**config.mk**
```make
export PLATFORM = sky130hd
export DESIGN_NAME = met_ctrl
export DESIGN_NICKNAME = d
export VERILOG_FILES = /design/src/hw/rtl/met_pkg.sv /design/src/hw/rtl/met_ctrl.sv
export SDC_FILE = /design/constraint.sdc
export NUM_CORES = 1
export LEC_CHECK = 0
export BUFFER_PORTS_ARGS = -buffer_cell sky130_fd_sc_hd__buf_4
export CORE_ASPECT_RATIO = 0.75
export CORE_MARGIN = 3
export CORE_UTILIZATION = 45
export CTS_CLUSTER_SIZE = 14
export DETAILED_ROUTE_END_ITERATION = 12
export GPL_ROUTABILITY_DRIVEN = 0
export GPL_TIMING_DRIVEN = 0
export PLACE_DENSITY = 0.83
export SLEW_MARGIN = 20
export SYNTH_ARGS = -nofsm -noshare
export SYNTH_HDL_FRONTEND = slang
export SYNTH_SLANG_ARGS = --single-unit
```
**constraint.sdc**
```tcl
create_clock -name clock -period 1.8 [get_ports clock]
set_clock_uncertainty 0.15 [all_clocks]
set_input_delay 0.36 -clock clock [delete_from_list [all_inputs] [get_ports clock]]
set_output_delay 0.36 -clock clock [all_outputs]
set_load 0.1 [all_outputs]
```
**src/hw/rtl/met_pkg.sv**
```systemverilog
// Shared types and constants for the mask edge trim block.
// Used by the controller, the datapath and the top level; depends on nothing.

package met_pkg;

   localparam int VALUE_W   = 32;
   localparam int TRIM_W    = 9;
   localparam int DIM_W     = 9;
   localparam int CSR_IDX_W = 2;

   // Register indexes on the csr port
   typedef enum logic [CSR_IDX_W-1:0] {
      CSR_NULL_VALUE  = 2'd0,
      CSR_TRIM_AMOUNT = 2'd1,
      CSR_FRAME_ROWS  = 2'd2,
      CSR_FRAME_COLS  = 2'd3
   } csr_idx_type;

   typedef enum logic {
      MODE_LOAD  = 1'b0,
      MODE_FETCH = 1'b1
   } mode_type;

   localparam logic [DIM_W-1:0] DIM_RESET = 9'd256;

   // Commands from the controller to the datapath
   typedef struct packed {
      logic load_wr;    // store the accepted word at the load index
      logic trim_init;  // start the row pass
      logic col_init;   // start the column pass
      logic scan_rd;    // clear the trim count; the store reads the scan address
      logic fwd_step;   // move one pixel forward along the line
      logic bwd_start;  // jump to the far end of the line
      logic bwd_step;   // move one pixel back along the line
      logic null_wr;    // write the null word at the scan address
      logic next_line;  // move to the start of the next line
      logic fetch;      // read the store at the read index
      logic out_load;   // capture read data into the output register
   } cmd_type;

   // Status from the datapath to the controller
   typedef struct packed {
      logic load_done;
      logic px_set;
      logic fwd_end;
      logic pos_zero;
      logic trim_zero;
      logic fwd_null_end;
      logic bwd_null_end;
      logic line_last;
      logic col_pass;
      logic fetch_last;
      logic out_free;
   } status_type;

endpackage

```
**src/hw/rtl/met_ctrl.sv**
```systemverilog
// Controller of the mask edge trim block: load, trim passes and readout.
// Depends on met_pkg; drives the datapath through cmd_type.

module met_ctrl import met_pkg::*; (
   input  logic       clock,
   input  logic       reset,
   input  logic       req_valid,
   input  logic       req_mode,
   input  status_type status,
   output logic       req_stall,
   output cmd_type    cmd
);

   typedef enum logic [9:0] {
      S_LOAD     = 10'b0000000001,
      S_FWD_RD   = 10'b0000000010,
      S_FWD_CMP  = 10'b0000000100,
      S_FWD_NULL = 10'b0000001000,
      S_BWD_RD   = 10'b0000010000,
      S_BWD_CMP  = 10'b0000100000,
      S_BWD_NULL = 10'b0001000000,
      S_READY    = 10'b0010000000,
      S_FETCH    = 10'b0100000000,
      S_SPARE    = 10'b1000000000
   } state_type;

   state_type state_ff, state_in;
   logic      line_done;

   always_comb begin
      state_in  = state_ff;
      cmd       = '0;
      req_stall = 1'b1;
      line_done = 1'b0;
      case (state_ff)
         S_LOAD: begin
            req_stall = 1'b0;
            // fetches here are taken and dropped
            if (req_valid && req_mode == MODE_LOAD) begin
               cmd.load_wr = 1'b1;
               if (status.load_done) begin
                  cmd.trim_init = 1'b1;
                  state_in      = S_FWD_RD;
               end
            end
         end
         S_FWD_RD: begin
            cmd.scan_rd = 1'b1;
            state_in    = S_FWD_CMP;
         end
         S_FWD_CMP: begin
            if (status.px_set) begin
               if (status.trim_zero) begin
                  cmd.bwd_start = 1'b1;
                  state_in      = S_BWD_RD;
               end else begin
                  state_in = S_FWD_NULL;
               end
            end else if (status.fwd_end) begin
               // empty line: the backward search would find nothing either
               line_done = 1'b1;
            end else begin
               cmd.fwd_step = 1'b1;
               state_in     = S_FWD_RD;
            end
         end
         S_FWD_NULL: begin
            cmd.null_wr = 1'b1;
            if (status.fwd_null_end) begin
               cmd.bwd_start = 1'b1;
               state_in      = S_BWD_RD;
            end else begin
               cmd.fwd_step = 1'b1;
            end
         end
         S_BWD_RD: begin
            cmd.scan_rd = 1'b1;
            state_in    = S_BWD_CMP;
         end
         S_BWD_CMP: begin
            if (status.px_set) begin
               state_in = S_BWD_NULL;
            end else if (status.pos_zero) begin
               line_done = 1'b1;
            end else begin
               cmd.bwd_step = 1'b1;
               state_in     = S_BWD_RD;
            end
         end
         S_BWD_NULL: begin
            cmd.null_wr = 1'b1;
            if (status.bwd_null_end) begin
               line_done = 1'b1;
            end else begin
               cmd.bwd_step = 1'b1;
            end
         end
         S_READY: begin
            req_stall = !status.out_free;
            // loads here are taken and dropped
            if (req_valid && status.out_free && req_mode == MODE_FETCH) begin
               cmd.fetch = 1'b1;
               state_in  = S_FETCH;
            end
         end
         S_FETCH: begin
            cmd.out_load = 1'b1;
            state_in     = status.fetch_last ? S_LOAD : S_READY;
         end
         default: begin
            state_in = S_LOAD;
         end
      endcase

      if (line_done) begin
         if (status.line_last) begin
            if (status.col_pass) begin
               state_in = S_READY;
            end else begin
               cmd.col_init = 1'b1;
               state_in     = S_FWD_RD;
            end
         end else begin
            cmd.next_line = 1'b1;
            state_in      = S_FWD_RD;
         end
      end
   end

   always_ff @(posedge clock) begin
      if (reset) begin
         state_ff <= S_LOAD;
      end else begin
         state_ff <= state_in;
      end
   end

endmodule

```
==> impl_metrics.yaml, run 1 <==
outcome:
  outcome: "stopped before the end"
  stop_stage: "global routing (5_1_grt)"
  error_line: "[ERROR DPL-0038] Utilization greater than 100%, impossible to legalize"
placement:
  place_hpwl_um: 2030
  dp_slack_ns: -0.668
  numPortBuffers: 25
  placed_area_sq_um: 1200
  place_inst: 151
logic_synthesis:
  postSynth.asyncResetShare: 0
  netlist_area_sq_um: 861
  ys_seq_elements: 9
  synth-seq-area-share: 0.209
  synth_edf_count: 0
  synthFlopType: "dfxtp_1"
  ys_warn_count: 0
  syn_nets: 119
  synth_area_per_cell_sq_um: 8.28
  synth.distinct_cells: 46
  synth_cells: 104
cts:
  htree_levels: 1
  ctsHoldBuffers: 0
  cts-root-buf: "clkbuf_4"
  numCtsBuffers: 3
  cts.sinks: 9
  clock_path_buffers: 2
die:
  rows: 13
  dieHeight_um: 43.9
  boundaryPins: 27
  initial_core_util: 0.486
  die_w_um: 56.5
timing:
  grt-worst-endpoint: "cmd[8]"
  endpoint_type: "output port"
grt:
  grt_max_degree: 11
## kinds of logic after synthesis
family          share of synthesized area
flops                               0.209
simple gates                        0.470
compound gates                      0.218
mux                                0.0116
xor+xnor                           0.0407
buf+inv                            0.0509
## Yosys cell counts, drive strengths merged (2+ instances only)
library cell	instances	area [sq um]
nor2	12	45.0
o32ai	2	17.5
o21ai	2	10.0
and2	3	18.8
a32oi	2	17.5
nor3b	3	22.5
inv	5	18.8
a21oi	3	15.0
nand2	9	33.8
buf	4	25.0
nor4	5	61.3
dfxtp	9	180
nand2b	2	12.5
nor2b	3	18.8
a31oi	2	12.5
nand4	3	18.8
xnor2	3	26.3
nand3	6	47.6
nor4b	4	50.1
nor3	3	26.3
a221oi	2	17.5
## through the flow
| step | hold WS (ns) | util |
|---|---|---|
| after CTS | 0.299 | 0.936 |
| after detailed placement | 0.398 | 0.678 |
| after global placement | 0.389 | 0.678 |
| after floorplan | 0.362 | - |
## repair_timing
item	CTS
buffers inserted	25
pin swaps	22
gates resized for setup	61
endpoints found under the setup margin	21
==> run 2: changes to the inputs <==
--- a/config.mk
+++ b/config.mk
@@ -6,14 +6,12 @@
 export NUM_CORES = 1
 export LEC_CHECK = 0
 export BUFFER_PORTS_ARGS = -buffer_cell sky130_fd_sc_hd__buf_4
-export CORE_ASPECT_RATIO = 0.75
-export CORE_MARGIN = 3
-export CORE_UTILIZATION = 45
-export CTS_CLUSTER_SIZE = 14
+export CORE_AREA = 3 3 64 66
 export DETAILED_ROUTE_END_ITERATION = 12
+export DIE_AREA = 0 0 67 69
 export GPL_ROUTABILITY_DRIVEN = 0
 export GPL_TIMING_DRIVEN = 0
-export PLACE_DENSITY = 0.83
+export PLACE_DENSITY_LB_ADDON = 0.15
 export SLEW_MARGIN = 20
 export SYNTH_ARGS = -nofsm -noshare
 export SYNTH_HDL_FRONTEND = slang
==> constraint.sdc (replaced) <==
create_clock -name clock -period 2.3 [get_ports clock]
set_clock_uncertainty 0.15 [all_clocks]
set_input_delay 0.46 -clock clock [delete_from_list [all_inputs] [get_ports clock]]
set_output_delay 0.46 -clock clock [all_outputs]
set_load 0.1 [all_outputs]
==> run 2 against run 1 <==
Compared with the run above: the flow now finishes, with violations (negative setup slack); synthesized cell count unchanged; area after synthesis unchanged.
==> impl_metrics.yaml, run 2 <==
outcome:
  outcome: "complete, but fails checks"
  violations: "negative setup slack"
timing:
  tightest_slew_ns: 0.449
  final-setup-viol-count: 10
  fin_crit_sh: 1.07
  finalHoldViolations: 0
  fmax_ghz: 0.405
  drv_slew: 0
  min_period_ns: 2.47
  layout_setup_ws_ns: -0.171
  rsz0062_at_grt: "true"
  whs_ns: 0.401
  relSlewSlack: 0.701
route:
  wirelength_um: 3000
  drc_errors: 0
  dr_total_vias: 1008
  wire_per_inst_um: 15.2
  drtIter0Drc: 33
  routed_via_density: 5.12
  ant_nets: 0
  first_pass_iters: 4
cts:
  path_clk_slew_ns: 0.05
  htree_levels: 1
  numCtsBuffers: 3
  cts.sinks: 9
  clock_path_buffers: 2
  cts_tree: "yes"
  clk_latency_ns: 0.24
  cts-root-buf: "clkbuf_8"
logic_synthesis:
  ys_seq_elements: 9
  synth_top_cell_area_share: 0.209
  yosys-top-cells-count: "12 x nor2_1, 9 x dfxtp_1, 9 x nand2_1"
  synth.distinct_cells: 46
  synth_edf_count: 0
  synth-seq-area-share: 0.209
  netlist_area_sq_um: 861
  synth_area_leaders: "dfxtp_1 21%, nor2_1 5.2%, nor4_4 4.9%, nand2_1 3.9%, o221ai_4 3.1%"
  postSynth.asyncResetShare: 0
  synthFlopType: "dfxtp_1"
  synth_area_per_cell_sq_um: 8.28
  synth_top_area_cell: "dfxtp_1"
  syn_nets: 119
  synth_cells: 104
  ys_warn_count: 0
  yosysMostFrequentCell: "nor2_1"
power:
  combPwrFrac: 0.632
  p_leak_nw: 0.573
  p_sw_frac: 0.478
  p_total_w: 0.00112
  clkPwrFrac: 0.171
  power.internal_w: 0.000582
  p_per_area_nw_per_um2: 741
  p_sw_w: 0.000533
  seq_power_share: 0.197
  ir_worst_vdd_uv: 439
grt:
  first_global_vias: 1036
  grt-ovfl-total: 0
  track_usage: 0.137
  grt_pass1_wl_um: 4860
  antenna_found_initial: 0
  grt_max_degree: 11
placement:
  placed_area_sq_um: 1220
  dp_slack_ns: -0.321
  place_hpwl_um: 2150
  numPortBuffers: 25
final_layout:
  largest_register_ffs: 9
  diodes: 0
  syn2layout_area_growth_pct: 75.0
  final_util: 0.415
  mostFrequentLayoutCells: "32 x buf_4, 10 x nor2_1, 6 x buf_6, 6 x nand2_1, 6 x dfxtp_2"
  drive_gt1_frac: 0.550
  reg_top3: "state_ff (9)"
  postLayoutCellArea_sq_um: 1510
  final_common_cell: "buf_4"
  regMostFlops: "state_ff"
  nets: 165
critical_path:
  worstPathRequired_ns: 1.69
  crit_arrival_ns: 1.86
  crit_fanout: 5
  worst_setup_path_start_kind: "flip-flop"
  r2r-start: "state_ff[1]"
  r2r_cells: 8
  regToRegSetupSlack_ns: 0.12
  crit_start: "state_ff[1]"
  cp-end-kind: "primary output"
  critical_path_class: "reg -> out"
  cpPeakStageDelay_ns: 0.37
  cpMaxStageDelayCell: "nor4_4"
  cp_cell_sequence: "nor4_4 -> buf_4 -> nand4_1 -> o221ai_4 -> and3b_4 -> buf_12"
  worstReg2RegEnd: "state_ff[0]"
hold_path:
  min_to: "state_ff[7]"
  holdPathStages: 2
  hold_class: "reg -> reg"
  worstHoldStart: "state_ff[7]"
die:
  boundaryPins: 27
  core_area_sq_um: 3630
  rows: 22
  die_w_um: 67
  dieHeight_um: 69
  initial_core_util: 0.237
  design.die.area_sq_um: 4620
job:
  cap_violations: 0
run 2: cell counts after synthesis:
No cell type changed its count.
run 2: final cells by class:
type	instances	area (sq um)
Buffer	2	15.0
Clock buffer	4	45.0
Fill cell	386	2130
Inverter	5	18.8
Multi-Input combinational cell	86	761
Sequential cell	9	195
Tap cell	48	60.1
Timing Repair Buffer	43	412
run 2: timing repair:
item	CTS	global route
setup endpoints to repair	12	13
buffers inserted	15	3
resized for setup	29	5
hold buffers	0	0
pin swaps	12	5
run 2: critical path: cells and delay by family (launching register included):
family                 cells  cell delay (ns)
AND/OR/NAND/NOR            3             0.77
buffers and inverters      2             0.36
flip-flops                 1             0.36
AO/OA/AOI/OAI              1             0.13
run 2: worst max path at each step:
stage	slack, ns	endpoint
after floorplan	-0.83	cmd[9]
after global placement	-0.33	cmd[8]
after detailed placement	-0.32	cmd[8]
after CTS	-0.22	cmd[8]
after global routing	-0.24	cmd[8]
final	-0.17	cmd[8]
run 2: layer usage:
layer	GRT usage	vias to the layer above	wire [um]
met5	0	-	0
met4	0.0473	0	46
met3	0.0293	7	168
met2	0.219	34	1450
met1	0.179	478	1340
li1	-	489	-
run 2: logic make-up after synthesis:
| group | synth area share |
|---|---|
| XOR/XNOR | 0.0407 |
| AND/OR/NAND/NOR | 0.470 |
| AO/OA/AOI/OAI | 0.218 |
| flip-flops | 0.209 |
| multiplexers | 0.0116 |
| buffers and inverters | 0.0509 |
run 2: per-stage QoR:
stage	TNS, ns	std cells
6_report	-1.00	197
5_1_grt	-1.79	197
4_1_cts	-1.55	196
3_5_place_dp	-1.29	177
3_3_place_gp	-1.28	177
2_1_floorplan	-4.09	104
run 2: power groups by stage:
stage / Sequential [W] / Combinational [W] / Clock (W)
finish: 0.000220 / 0.000705 / 0.000190
global route: 0.000223 / 0.000745 / 0.000212
CTS: 0.000205 / 0.000703 / 0.000198
detailed placement: 0.000205 / 0.000627 / 0
global placement: 0.000204 / 0.000627 / 0
floorplan: 0.000198 / 0.000504 / 0
Note: power is estimated with default switching activity, not from simulation.
